File: config.mk
export PLATFORM = sky130hd
export DESIGN_NAME = button_gesture_classifier_flat
export DESIGN_NICKNAME = d
export VERILOG_FILES = /design/src/rtl/core/bgc_pkg.sv /design/src/rtl/core/bgc_tick_if.sv /design/src/rtl/core/bgc_result_if.sv /design/src/rtl/core/button_gesture_classifier.sv /design/src/flat_wrapper.sv
export SDC_FILE = /design/constraint.sdc
export NUM_CORES = 1
export LEC_CHECK = 0
export BUFFER_PORTS_ARGS = -buffer_cell sky130_fd_sc_hd__buf_2
export CAP_MARGIN = 20
export CORE_MARGIN = 1.5
export CORE_UTILIZATION = 35
export CTS_CLUSTER_SIZE = 16
export DETAILED_ROUTE_END_ITERATION = 16
export PLACE_DENSITY_LB_ADDON = 0.2
export SLEW_MARGIN = 0
export SYNTH_ARGS = -nofsm -noshare
export SYNTH_HDL_FRONTEND = slang
export SYNTH_SLANG_ARGS = --single-unit
File: constraint.sdc
create_clock -name clk -period 4.7 [get_ports clk]
set_input_delay 0.47 -clock clk [delete_from_list [all_inputs] [get_ports clk]]
set_output_delay 0.47 -clock clk [all_outputs]
set_load 0.02 [all_outputs]
File: src/rtl/core/bgc_pkg.sv
// Shared types, register indexes and reset values for the button gesture classifier.
package bgc_pkg;

  // Default width of the hold and single-gap tick counters.
  localparam int unsigned TICK_BITS_DEFAULT = 16;

  // Configuration port geometry.
  localparam int unsigned CFG_INDEX_W = 3;
  localparam int unsigned CFG_DATA_W  = 16;
  localparam int unsigned THRESH_W    = 16;
  localparam int unsigned DEB_W       = 10;

  // Reset values of the configuration registers.
  localparam logic                ACTIVE_HIGH_RST  = 1'b0;
  localparam logic [DEB_W-1:0]    DEBOUNCE_RST     = 10'd50;
  localparam logic [THRESH_W-1:0] LONG_RST         = 16'd3000;
  localparam logic [THRESH_W-1:0] VERY_LONG_RST    = 16'd7000;
  localparam logic [THRESH_W-1:0] RESET_HOLD_RST   = 16'd12000;
  localparam logic [THRESH_W-1:0] DOUBLE_WIN_RST   = 16'd400;

  // Configuration register indexes.
  typedef enum logic [CFG_INDEX_W-1:0] {
    REG_ACTIVE_HIGH = 3'd0,
    REG_DEBOUNCE    = 3'd1,
    REG_LONG        = 3'd2,
    REG_VERY_LONG   = 3'd3,
    REG_RESET_HOLD  = 3'd4,
    REG_DOUBLE_WIN  = 3'd5
  } cfg_reg_t;

  // Gesture codes reported with a release.
  typedef enum logic [2:0] {
    GEST_NONE      = 3'd0,
    GEST_SINGLE    = 3'd1,
    GEST_DOUBLE    = 3'd2,
    GEST_LONG      = 3'd3,
    GEST_VERY_LONG = 3'd4,
    GEST_RESET     = 3'd5
  } gesture_t;

endpackage

File: src/rtl/core/bgc_tick_if.sv
// Valid/ready channel that carries one raw pin sample per tick.
interface bgc_tick_if;
  logic valid;
  logic ready;
  logic pin_level;

  modport source (output valid, output pin_level, input ready);
  modport sink   (input valid, input pin_level, output ready);
endinterface

File: src/rtl/core/bgc_result_if.sv
// Valid/ready channel that carries the press, release and gesture result of one tick.
interface bgc_result_if;
  logic       valid;
  logic       ready;
  logic       press_event;
  logic       release_event;
  logic [2:0] gesture;

  modport source (output valid, output press_event, output release_event, output gesture,
                  input ready);
  modport sink   (input valid, input press_event, input release_event, input gesture,
                  output ready);
endinterface

File: src/rtl/core/button_gesture_classifier.sv
// Debounced button with press and release events and release gesture classification.
//
//   channel | dir | payload                               | transaction
//   --------+-----+---------------------------------------+---------------------------
//   tick    | in  | pin_level                             | one millisecond tick
//   result  | out | press_event, release_event, gesture   | one result per tick
//   cfg     | in  | cfg_we, cfg_index, cfg_wdata          | one register write
//
// Each tick's state update and result are computed in one pass between the state
// registers and the result register.
// A new tick is taken every cycle while the result register is empty or being drained.
// rst is synchronous and active high; it resets all but the result payload.
// A stalled result holds the tick channel off until the result is taken.
module button_gesture_classifier
  import bgc_pkg::*;
#(
  parameter int unsigned TICK_BITS = TICK_BITS_DEFAULT
) (
  input  logic                   clk,
  input  logic                   rst,
  bgc_tick_if.sink               tick,
  bgc_result_if.source           result,
  input  logic                   cfg_we,
  input  logic [CFG_INDEX_W-1:0] cfg_index,
  input  logic [CFG_DATA_W-1:0]  cfg_wdata
);

  localparam int unsigned CMP_W = (TICK_BITS > THRESH_W) ? TICK_BITS : THRESH_W;
  localparam logic [TICK_BITS-1:0] TICK_MAX = {TICK_BITS{1'b1}};
  localparam logic [DEB_W-1:0]     DEB_MAX  = {DEB_W{1'b1}};

  // Configuration registers.
  logic                active_high;
  logic [DEB_W-1:0]    debounce_ticks;
  logic [THRESH_W-1:0] long_ticks;
  logic [THRESH_W-1:0] very_long_ticks;
  logic [THRESH_W-1:0] reset_hold_ticks;
  logic [THRESH_W-1:0] double_window_ticks;

  // Tracking state.
  logic                 is_pressed, is_pressed_next;
  logic                 debounce_busy, debounce_busy_next;
  logic [DEB_W-1:0]     debounce_count, debounce_count_next;
  logic [TICK_BITS-1:0] hold_count, hold_count_next;
  logic [TICK_BITS-1:0] hold_at_release, hold_at_release_next;
  logic                 awaiting_second, awaiting_second_next;
  logic [TICK_BITS-1:0] since_single, since_single_next;

  // Result register.
  logic     out_valid;
  logic     press_q, release_q;
  gesture_t gesture_q;

  logic     tick_fire;
  logic     pressed_now;
  logic     sample;
  logic     press_next, release_next;
  gesture_t gesture_next;
  logic [TICK_BITS-1:0] hold_inc, since_inc;

  assign tick.ready = !out_valid || result.ready;
  assign tick_fire  = tick.valid && tick.ready;

  assign result.valid         = out_valid;
  assign result.press_event   = press_q;
  assign result.release_event = release_q;
  assign result.gesture       = gesture_q;

  // Configuration writes; unknown indexes are dropped.
  always_ff @(posedge clk) begin
    if (rst) begin
      active_high         <= ACTIVE_HIGH_RST;
      debounce_ticks      <= DEBOUNCE_RST;
      long_ticks          <= LONG_RST;
      very_long_ticks     <= VERY_LONG_RST;
      reset_hold_ticks    <= RESET_HOLD_RST;
      double_window_ticks <= DOUBLE_WIN_RST;
    end else if (cfg_we) begin
      unique case (cfg_index)
        REG_ACTIVE_HIGH: active_high         <= cfg_wdata[0];
        REG_DEBOUNCE:    debounce_ticks      <= cfg_wdata[DEB_W-1:0];
        REG_LONG:        long_ticks          <= cfg_wdata[THRESH_W-1:0];
        REG_VERY_LONG:   very_long_ticks     <= cfg_wdata[THRESH_W-1:0];
        REG_RESET_HOLD:  reset_hold_ticks    <= cfg_wdata[THRESH_W-1:0];
        REG_DOUBLE_WIN:  double_window_ticks <= cfg_wdata[THRESH_W-1:0];
        default: ;
      endcase
    end
  end

  // Per-tick update: counters, debounce and release classification.
  always_comb begin
    pressed_now = (tick.pin_level == active_high);

    hold_inc  = (is_pressed && hold_count != TICK_MAX) ? hold_count + 1'b1 : hold_count;
    since_inc = (awaiting_second && since_single != TICK_MAX) ?
                since_single + 1'b1 : since_single;

    is_pressed_next      = is_pressed;
    debounce_busy_next   = debounce_busy;
    debounce_count_next  = debounce_count;
    hold_count_next      = hold_inc;
    hold_at_release_next = hold_at_release;
    awaiting_second_next = awaiting_second;
    since_single_next    = since_inc;
    press_next           = 1'b0;
    release_next         = 1'b0;
    gesture_next         = GEST_NONE;

    // Start a debounce on an edge, or advance a running one.
    if (!debounce_busy) begin
      if (pressed_now != is_pressed) begin
        debounce_busy_next  = 1'b1;
        debounce_count_next = '0;
        if (is_pressed) begin
          hold_at_release_next = hold_inc;
        end
      end
    end else if (debounce_count != DEB_MAX) begin
      debounce_count_next = debounce_count + 1'b1;
    end

    sample = debounce_busy_next && (debounce_count_next >= debounce_ticks);

    // The single sample decides whether the change stands.
    if (sample) begin
      debounce_busy_next = 1'b0;
      if (pressed_now != is_pressed) begin
        is_pressed_next = pressed_now;
        hold_count_next = '0;
        if (pressed_now) begin
          press_next = 1'b1;
        end else begin
          release_next = 1'b1;
          priority if (CMP_W'(hold_at_release_next) >= CMP_W'(reset_hold_ticks)) begin
            gesture_next = GEST_RESET;
          end else if (CMP_W'(hold_at_release_next) >= CMP_W'(very_long_ticks)) begin
            gesture_next = GEST_VERY_LONG;
          end else if (CMP_W'(hold_at_release_next) >= CMP_W'(long_ticks)) begin
            gesture_next = GEST_LONG;
          end else if (awaiting_second &&
                       CMP_W'(since_inc) <= CMP_W'(double_window_ticks)) begin
            gesture_next         = GEST_DOUBLE;
            awaiting_second_next = 1'b0;
            since_single_next    = '0;
          end else begin
            gesture_next         = GEST_SINGLE;
            awaiting_second_next = 1'b1;
            since_single_next    = '0;
          end
        end
      end
    end
  end

  // State registers advance once per accepted tick.
  always_ff @(posedge clk) begin
    if (rst) begin
      is_pressed      <= 1'b0;
      debounce_busy   <= 1'b0;
      debounce_count  <= '0;
      hold_count      <= '0;
      hold_at_release <= '0;
      awaiting_second <= 1'b0;
      since_single    <= '0;
    end else if (tick_fire) begin
      is_pressed      <= is_pressed_next;
      debounce_busy   <= debounce_busy_next;
      debounce_count  <= debounce_count_next;
      hold_count      <= hold_count_next;
      hold_at_release <= hold_at_release_next;
      awaiting_second <= awaiting_second_next;
      since_single    <= since_single_next;
    end
  end

  // Result register valid flag.
  always_ff @(posedge clk) begin
    if (rst) begin
      out_valid <= 1'b0;
    end else if (tick_fire) begin
      out_valid <= 1'b1;
    end else if (result.ready) begin
      out_valid <= 1'b0;
    end
  end

  // Result payload.
  always_ff @(posedge clk) begin
    if (tick_fire) begin
      press_q   <= press_next;
      release_q <= release_next;
      gesture_q <= gesture_next;
    end
  end

`ifndef SYNTH
  // A tick never reports both a press and a release.
  a_press_release_excl: assert property (@(posedge clk) disable iff (rst)
    out_valid |-> !(press_q && release_q))
    else $error("press and release reported on one tick");

  // A gesture appears exactly on a release.
  a_gesture_on_release: assert property (@(posedge clk) disable iff (rst)
    out_valid |-> (release_q == (gesture_q != GEST_NONE)))
    else $error("gesture does not match release event");

  // A reported press leaves the button pressed with a fresh hold count.
  a_press_state: assert property (@(posedge clk) disable iff (rst)
    tick_fire && press_next |=> is_pressed && hold_count == '0)
    else $error("press did not update tracking state");

  // A single arms the double-click window from zero.
  a_single_arms: assert property (@(posedge clk) disable iff (rst)
    tick_fire && release_next && gesture_next == GEST_SINGLE |=>
      awaiting_second && since_single == '0)
    else $error("single did not arm the double window");

  // A reported release leaves the button released with no debounce running.
  a_release_state: assert property (@(posedge clk) disable iff (rst)
    tick_fire && release_next |=> !is_pressed && !debounce_busy)
    else $error("release did not update tracking state");
`endif

endmodule

File: src/flat_wrapper.sv
// flat-port wrapper written by rule: the top's interface ports become plain ports
module button_gesture_classifier_flat import bgc_pkg::*;
#(
  parameter int unsigned TICK_BITS = TICK_BITS_DEFAULT
)
  (clk, rst, cfg_we, cfg_index, cfg_wdata, tick_valid, tick_pin_level, tick_ready, result_valid, result_press_event, result_release_event, result_gesture, result_ready);
  bgc_tick_if tick_i ();
  bgc_result_if result_i ();
  input  logic clk;
  input  logic rst;
  input  logic cfg_we;
  input  logic [CFG_INDEX_W-1:0] cfg_index;
  input  logic [CFG_DATA_W-1:0] cfg_wdata;
  input wire logic [$bits(tick_i.valid)-1:0] tick_valid;
  input wire logic [$bits(tick_i.pin_level)-1:0] tick_pin_level;
  output wire logic [$bits(tick_i.ready)-1:0] tick_ready;
  output wire logic [$bits(result_i.valid)-1:0] result_valid;
  output wire logic [$bits(result_i.press_event)-1:0] result_press_event;
  output wire logic [$bits(result_i.release_event)-1:0] result_release_event;
  output wire logic [$bits(result_i.gesture)-1:0] result_gesture;
  input wire logic [$bits(result_i.ready)-1:0] result_ready;
  assign tick_i.valid = tick_valid;
  assign tick_i.pin_level = tick_pin_level;
  assign tick_ready = tick_i.ready;
  assign result_valid = result_i.valid;
  assign result_press_event = result_i.press_event;
  assign result_release_event = result_i.release_event;
  assign result_gesture = result_i.gesture;
  assign result_i.ready = result_ready;
  button_gesture_classifier #(.TICK_BITS(TICK_BITS)) u_core (.clk(clk), .rst(rst), .tick(tick_i), .result(result_i), .cfg_we(cfg_we), .cfg_index(cfg_index), .cfg_wdata(cfg_wdata));
endmodule
# ---- Word-level counts from Yosys, hierarchy flattened
# Cells that the tools add are included.
dict set report op_classes {
  n_addsub 3
  mul 0
  n_div 0
  n_lt_le_gt_ge 5
  n_eq_ne 10
  shifts 0
  muxes 28
  bitwise 6
  reduce_logical 20
}
# operator count
set op_table {}
lappend op_table {{2-to-1 mux 16 bit} 13}
lappend op_table {{greater-or-equal comparator 16 bit} 3}
lappend op_table {{adder 16 x 1 -> 16 bit, second input constant} 2}
lappend op_table {{inequality test 16 bit, second input constant} 2}
lappend op_table {{2-to-1 mux 10 bit} 3}
lappend op_table {{less-or-equal comparator 16 bit} 1}
lappend op_table {{AND reduction 2 bit} 7}
lappend op_table {{adder 10 x 1 -> 10 bit, second input constant} 1}
lappend op_table {{greater-or-equal comparator 10 bit} 1}
lappend op_table {{inequality test 10 bit, second input constant} 1}
lappend op_table {{2-to-1 mux 3 bit} 3}
lappend op_table {{2-to-1 mux 1 bit} 8}
lappend op_table {{AND reduction 7 bit} 1}
lappend op_table {{== test 3 x 2 -> 1 bit, second input constant} 2}
lappend op_table {{== test 3 bit, second input constant} 2}
lappend op_table {{inverter 1 bit} 6}
lappend op_table {{logical AND 1 bit} 5}
lappend op_table {{OR reduction 5 bit} 1}
lappend op_table {{== test 3 x 1 -> 1 bit, second input constant} 1}
lappend op_table {{zero test 3 bit} 1}
lappend op_table {{AND reduction 3 bit} 1}
lappend op_table {{OR reduction 3 bit} 1}
lappend op_table {{2-to-1 mux 2 bit} 1}
lappend op_table {{nonzero test 2 bit} 1}
lappend op_table {{4 further kinds} 4}
dict set report totals {
  reg_bits 142
  latchBits 0
  ramBits 0
  mem_bits_ro 0
  input_bits 25
  elab_cells 90
  memories 0
}

# ---- Longest topological paths before layout
dict set report depth {
  word_depth 13
  depth_mapped 17
  mapped_depth_nobuf 17
}

# ---- Worst setup path after synthesis
# OpenSTA, ideal clock, no wires.
dict set report synth_path {
  kind {reg2reg}
  startpoint {register u_core.hold_count[2]}
  endpoint {register u_core.since_single[9]}
  setup_ps 122
  arrival_time_ps 3553
  slack_ps 1025
  path_stages_with_launch 17
  path_buffers 1
  synth_period_minus_slack_ps 3675
  path_cell_list {dfxtp_1 -> and3_1 -> buf_4 -> and4_1 -> nand3_2 -> nor4b_4 -> nand4_1 -> xor2_1 -> a21oi_1 -> ha_1 -> a21oi_1 -> nand2_1 -> a21oi_1 -> o311ai_1 -> nor4_4 -> nor2_2 -> a221o_1}
}
dict set report synth_via {
  elab_chain_cells 13
  word_cells_on_any_way 16
  classes_between {add/sub: 1; order compare: 3; eq/ne: 1; mux: 10; reduce/logical: 1}
}
# item line_no
set synth_rtl {}
lappend synth_rtl {{start, declared} button_gesture_classifier.sv:44} ;# logic [TICK_BITS-1:0] hold_count, hold_count_next;
lappend synth_rtl {{start signal, assigned} button_gesture_classifier.sv:170} ;# hold_count <= hold_count_next;
lappend synth_rtl {{branches (longest 2 deep; another with adder 16 x 1 -> 16 bit)} n/a}
lappend synth_rtl {{2-to-1 mux 16 bit *} button_gesture_classifier.sv:95} ;# hold_inc = (is_pressed && hold_count != TICK_MAX) ? hold_count + 1'b1 : hold_count;
lappend synth_rtl {{2-to-1 mux 16 bit *} button_gesture_classifier.sv:115} ;# if (is_pressed) begin
lappend synth_rtl {{2-to-1 mux 16 bit *} button_gesture_classifier.sv:112} ;# if (pressed_now != is_pressed) begin
lappend synth_rtl {{2-to-1 mux 16 bit *} button_gesture_classifier.sv:111} ;# if (!debounce_busy) begin
lappend synth_rtl {{via u_core.hold_at_release_next[14]} button_gesture_classifier.sv:45} ;# logic [TICK_BITS-1:0] hold_at_release, hold_at_release_next;
lappend synth_rtl {{greater-or-equal comparator 16 bit} button_gesture_classifier.sv:139} ;# end else if (CMP_W'(hold_at_release_next) >= CMP_W'(long_ticks)) begin
lappend synth_rtl {{2-to-1 mux 16 bit} button_gesture_classifier.sv:139}
lappend synth_rtl {{2-to-1 mux 16 bit} button_gesture_classifier.sv:137} ;# end else if (CMP_W'(hold_at_release_next) >= CMP_W'(very_long_ticks)) begin
lappend synth_rtl {{2-to-1 mux 16 bit *} button_gesture_classifier.sv:135} ;# priority if (CMP_W'(hold_at_release_next) >= CMP_W'(reset_hold_ticks)) begin
lappend synth_rtl {{2-to-1 mux 16 bit *} button_gesture_classifier.sv:131} ;# if (pressed_now) begin
lappend synth_rtl {{2-to-1 mux 16 bit *} button_gesture_classifier.sv:128} ;# if (pressed_now != is_pressed) begin
lappend synth_rtl {{2-to-1 mux 16 bit *} button_gesture_classifier.sv:126} ;# if (sample) begin
lappend synth_rtl {{end signal, assigned} button_gesture_classifier.sv:173} ;# since_single <= since_single_next;
lappend synth_rtl {{end, declared} button_gesture_classifier.sv:47} ;# logic [TICK_BITS-1:0] since_single, since_single_next;
# Mark *: on every way through the listed nets, which the timed path passes.
# A chain may end at the register's enable or synchronous reset.

# ---- Worst setup path after layout
dict set report layout_path {
  startpoint {register u_core.hold_count[2]}
  endpoint {register u_core.awaiting_second}
}
dict set report layout_via {
  elab_chain_cells 9
  word_cells_on_any_way 14
  classes_between {add/sub: 1; order compare: 3; eq/ne: 1; mux: 4; bitwise: 3; reduce/logical: 2}
}
# item line_no
set layout_rtl {}
lappend layout_rtl {{branches (longest 2 deep; another with adder 16 x 1 -> 16 bit)} n/a}
lappend layout_rtl {{2-to-1 mux 16 bit *} button_gesture_classifier.sv:95}
lappend layout_rtl {{2-to-1 mux 16 bit *} button_gesture_classifier.sv:115}
lappend layout_rtl {{2-to-1 mux 16 bit *} button_gesture_classifier.sv:112}
lappend layout_rtl {{2-to-1 mux 16 bit *} button_gesture_classifier.sv:111}
lappend layout_rtl {{via u_core.hold_at_release_next[14]} button_gesture_classifier.sv:45}
lappend layout_rtl {{greater-or-equal comparator 16 bit, on equally long branches} {button_gesture_classifier.sv:135, button_gesture_classifier.sv:137, button_gesture_classifier.sv:139}}
lappend layout_rtl {{inverter 1 bit (no source line)} n/a}
lappend layout_rtl {{AND reduction 7 bit (no source line) *} n/a}
lappend layout_rtl {{end signal, assigned} button_gesture_classifier.sv:172} ;# awaiting_second <= awaiting_second_next;
lappend layout_rtl {{end, declared} button_gesture_classifier.sv:46} ;# logic awaiting_second, awaiting_second_next;
# Marks and branches as above.

==> results.tsv <==
stage	metric	value	unit
clock_tree	cts_made_buffers	17	
timing	fin_skew	0.0128	ns
grt	grt_remaining_overflow	0	
floorplanning	die_y	156	µm
placed_design	dpl-instance-area	0.00868	mm²
timing	slew_violations	0	
yosys	syn_inst	1030	
yosys	synth_nets	1132	
routing	drtIter0Drc	508	
floorplanning	ios	32	
yosys	syn_area	0.00818	mm²
timing	fin_crit	4.12	ns
worst_setup_path	criticalPathCategory	reg2reg	
power_and_ir_drop	powerDensity	308	mW/mm²
worst_setup_path	critPathMaxFanout	8	
grt	antenna_found_initial	0	
placed_design	numPortBuffers	31	
routing	num_vias	7041	
yosys	ys_warn_count	0	
worst_setup_path	required	5.04	ns
grt	first_global_vias	6541	
clock_tree	cts_root_buf	clkbuf_16	
timing	tns	0	ns
clock_tree	cts_buffer_depth	2	
yosys	synth-seq-area-share	0.354	
cells_and_area	num_antenna_cells	0	
power_and_ir_drop	leakage	3.73	nW
routing	dr.pass1.iters	5	
min_path	hold_class	in2reg	
yosys	async_flop_share	0	
worst_setup_path	start_kind	register	
routing	drc	0	
clock_tree	cts_sinks	142	
timing	fin_ws	0.577	ns
power_and_ir_drop	ir_drop	0.206	mV
cells_and_area	nets	1153	
yosys	ys_types	73	
placed_design	dp_slack	0.330	ns
floorplanning	die_w	156	µm
grt	track_usage	0.190	
timing	rsz0062_at_grt	false	
timing	period_share	0.877	
clock_tree	htree_levels	4	
worst_setup_path	critPathCaptureType	register	
placed_design	gp_congestion	0.835	
clock_tree	clock_latency	0.42	ns
yosys	yosys_most_used_dff	dfxtp_1	
timing	setup_violations	0	
timing	relSlewSlack	0.383	
yosys	synth_edf_count	5	
routing	routed_wl	22.1	mm
grt	grt_pass1_wl	36.0	mm
power_and_ir_drop	total_power	0.00288	W
floorplanning	fp.coreArea	0.0228	mm²
timing	fmax	243	MHz
clock_tree	cts_tree	built	
clock_tree	postCtsHoldBufs	0	
floorplanning	dieArea	0.0243	mm²
placed_design	dp_hpwl	16.3	mm
timing	hold_violations	0	
timing	tightest_slew	0.925	ns
yosys	ys_ff_latch	142	
flow_run	cap_violations	0	
routing	avgRoutedWirePerCell	16.1	µm
grt	grt_max_degree	78	
floorplanning	start_util	0.359	
floorplanning	rows	55	
cells_and_area	drive_above_1_share	0.102	
status	outcome	complete, no violations	
cells_and_area	nFillCells	2372	
routing	antenna_left	0	
clock_tree	clk_pin_slew_worst_paths	0.06	ns
cells_and_area	final_area	0.00934	mm²
yosys	syn-mean-instance-area	7.94	µm²
cells_and_area	syn_to_final_growth	14.1	%
worst_setup_path	arrival	4.46	ns
routing	via_per_inst	5.11	
## worst paths after layout
kind                                  start                             end  slack, ns  depth (start not counted)
max                    u_core.hold_count[2]          u_core.awaiting_second       0.58                         17
max reg2reg            u_core.hold_count[2]          u_core.awaiting_second       0.58                         17
min                            cfg_wdata[1]      u_core.reset_hold_ticks[1]       0.34                          3
min reg2reg  u_core.double_window_ticks[10]  u_core.double_window_ticks[10]       0.45                          2
## synthesized netlist by cell type (all sizes together) (4+ instances only)
| master | count | area, µm² |
|---|---|---|
| nor4 | 4 | 40.0 |
| a31oi | 10 | 62.6 |
| clkbuf | 36 | 135 |
| nor3 | 18 | 105 |
| nand4 | 25 | 169 |
| nor2b | 7 | 43.8 |
| nor2 | 75 | 284 |
| or3 | 5 | 31.3 |
| a211oi | 19 | 153 |
| buf | 11 | 48.8 |
| a22o | 7 | 61.3 |
| xor2 | 19 | 174 |
| ha | 77 | 963 |
| or2 | 5 | 31.3 |
| a21o | 8 | 60.1 |
| o31ai | 5 | 37.5 |
| and4 | 6 | 52.6 |
| nand2b | 5 | 38.8 |
| and3 | 6 | 37.5 |
| nand3 | 23 | 120 |
| xnor2 | 20 | 175 |
| a311oi | 5 | 43.8 |
| mux2i | 4 | 40.0 |
| nand2 | 187 | 702 |
| dfxtp | 137 | 2740 |
| edfxtp | 5 | 150 |
| o21ai | 34 | 170 |
| a21oi | 108 | 544 |
| inv | 87 | 327 |
| o211ai | 32 | 240 |
## stage by stage
stage / cells / hold slack (ns) / util
after floorplan: 1030 / 0.436 / -
after global routing: 1377 / 0.338 / 0.410
final: 1377 / 0.344 / 0.410
after CTS: 1375 / 0.333 / 0.409
after detailed placement: 1343 / 0.448 / 0.381
after global placement: 1343 / 0.442 / 0.381
## placed cells by master, fill, tap and decap left out, drive strengths merged, types with 3 or more instances in the layout
master,instances
xor2,19
a311oi,5
nor4b,3
clkbuf,24
a22o,7
o211ai,32
nor4,4
a21o,8
nand2,187
buf,49
and3,6
nor3,18
and4,6
dfxtp,137
a31oi,10
nand4,25
o311ai,3
o21bai,3
nand2b,5
or3,5
nor2b,7
inv,88
nor2,75
a21oi,108
o21ai,34
nand3,23
o31ai,5
bufinv,3
edfxtp,5
a211oi,19
mux2i,4
xnor2,20
clkinv,3
or2,5
ha,77
## worst max-delay path, cell delays in order (launching register included)
cell and delay [ns]:
dfxtp_1 0.41, and3_1 0.30, and4_1 0.26, nand3_2 0.12
nor4b_4 0.32, nand4_1 0.21, xor2_1 0.20, a21oi_1 0.34
ha_1 0.19, and4_1 0.22, nand2_1 0.08, or4_1 0.55
nand4_2 0.17, nor4_4 0.06, buf_4 0.20, buf_4 0.14
nor4bb_1 0.12, nor3_1 0.15
## power by group
group / switching (W) / internal (W) / total (W)
clock: 0.000532 / 0.000926 / 0.00146
sequential: 0.00000934 / 0.00123 / 0.00124
combinational: 0.000127 / 0.0000536 / 0.000181
## routing by layer
layer	track usage	wire (µm)
met1	0.286	11800
met2	0.283	9240
met3	0.0253	864
met4	0.0494	209
met5	0	0
## layout make-up
| class | count | area, µm² | share of cell area |
|---|---|---|---|
| multi-input combinational | 754 | 4780 | 0.512 |
| sequential | 142 | 2890 | 0.310 |
| clock buffer | 24 | 513 | 0.0550 |
| tap | 313 | 392 | 0.0420 |
| inverter | 87 | 327 | 0.0350 |
| timing repair buffer | 49 | 303 | 0.0324 |
| clock inverter | 8 | 125 | 0.0134 |
## sequential cells by signal (all words and copies together) (netlist names)
signal	count
u_core.active_high	1
u_core.awaiting_second	1
u_core.debounce_busy	1
u_core.debounce_count	10
u_core.debounce_ticks	10
u_core.double_window_ticks	16
u_core.hold_at_release	16
u_core.hold_count	16
u_core.is_pressed	1
u_core.long_ticks	16
u_core.reset_hold_ticks	16
u_core.result.gesture	3
u_core.result.press_event	1
u_core.result.release_event	1
u_core.result.valid	1
u_core.since_single	16
u_core.very_long_ticks	16
## cell families (layout without fill, tap and decap cells)
group / after synthesis / count (layout) / share of synthesized area
xor gates and xnor gates: 39 / 39 / 0.0427
muxes: 6 / 6 / 0.00765
and+or+nand+nor: 378 / 378 / 0.218
AOI/OAI and AO/OA: 254 / 254 / 0.198
DFF: 142 / 142 / 0.354
adders and majority gates: 77 / 77 / 0.118
buffers and inverters: 134 / 168 / 0.0624
## what timing repair did
| item | in CTS | in global routing |
|---|---|---|
| setup buffers | 0 | 2 |
| gates resized for setup | 0 | 0 |
| setup endpoints to repair | 0 | 3 |
(Power assumes the default switching activity.)
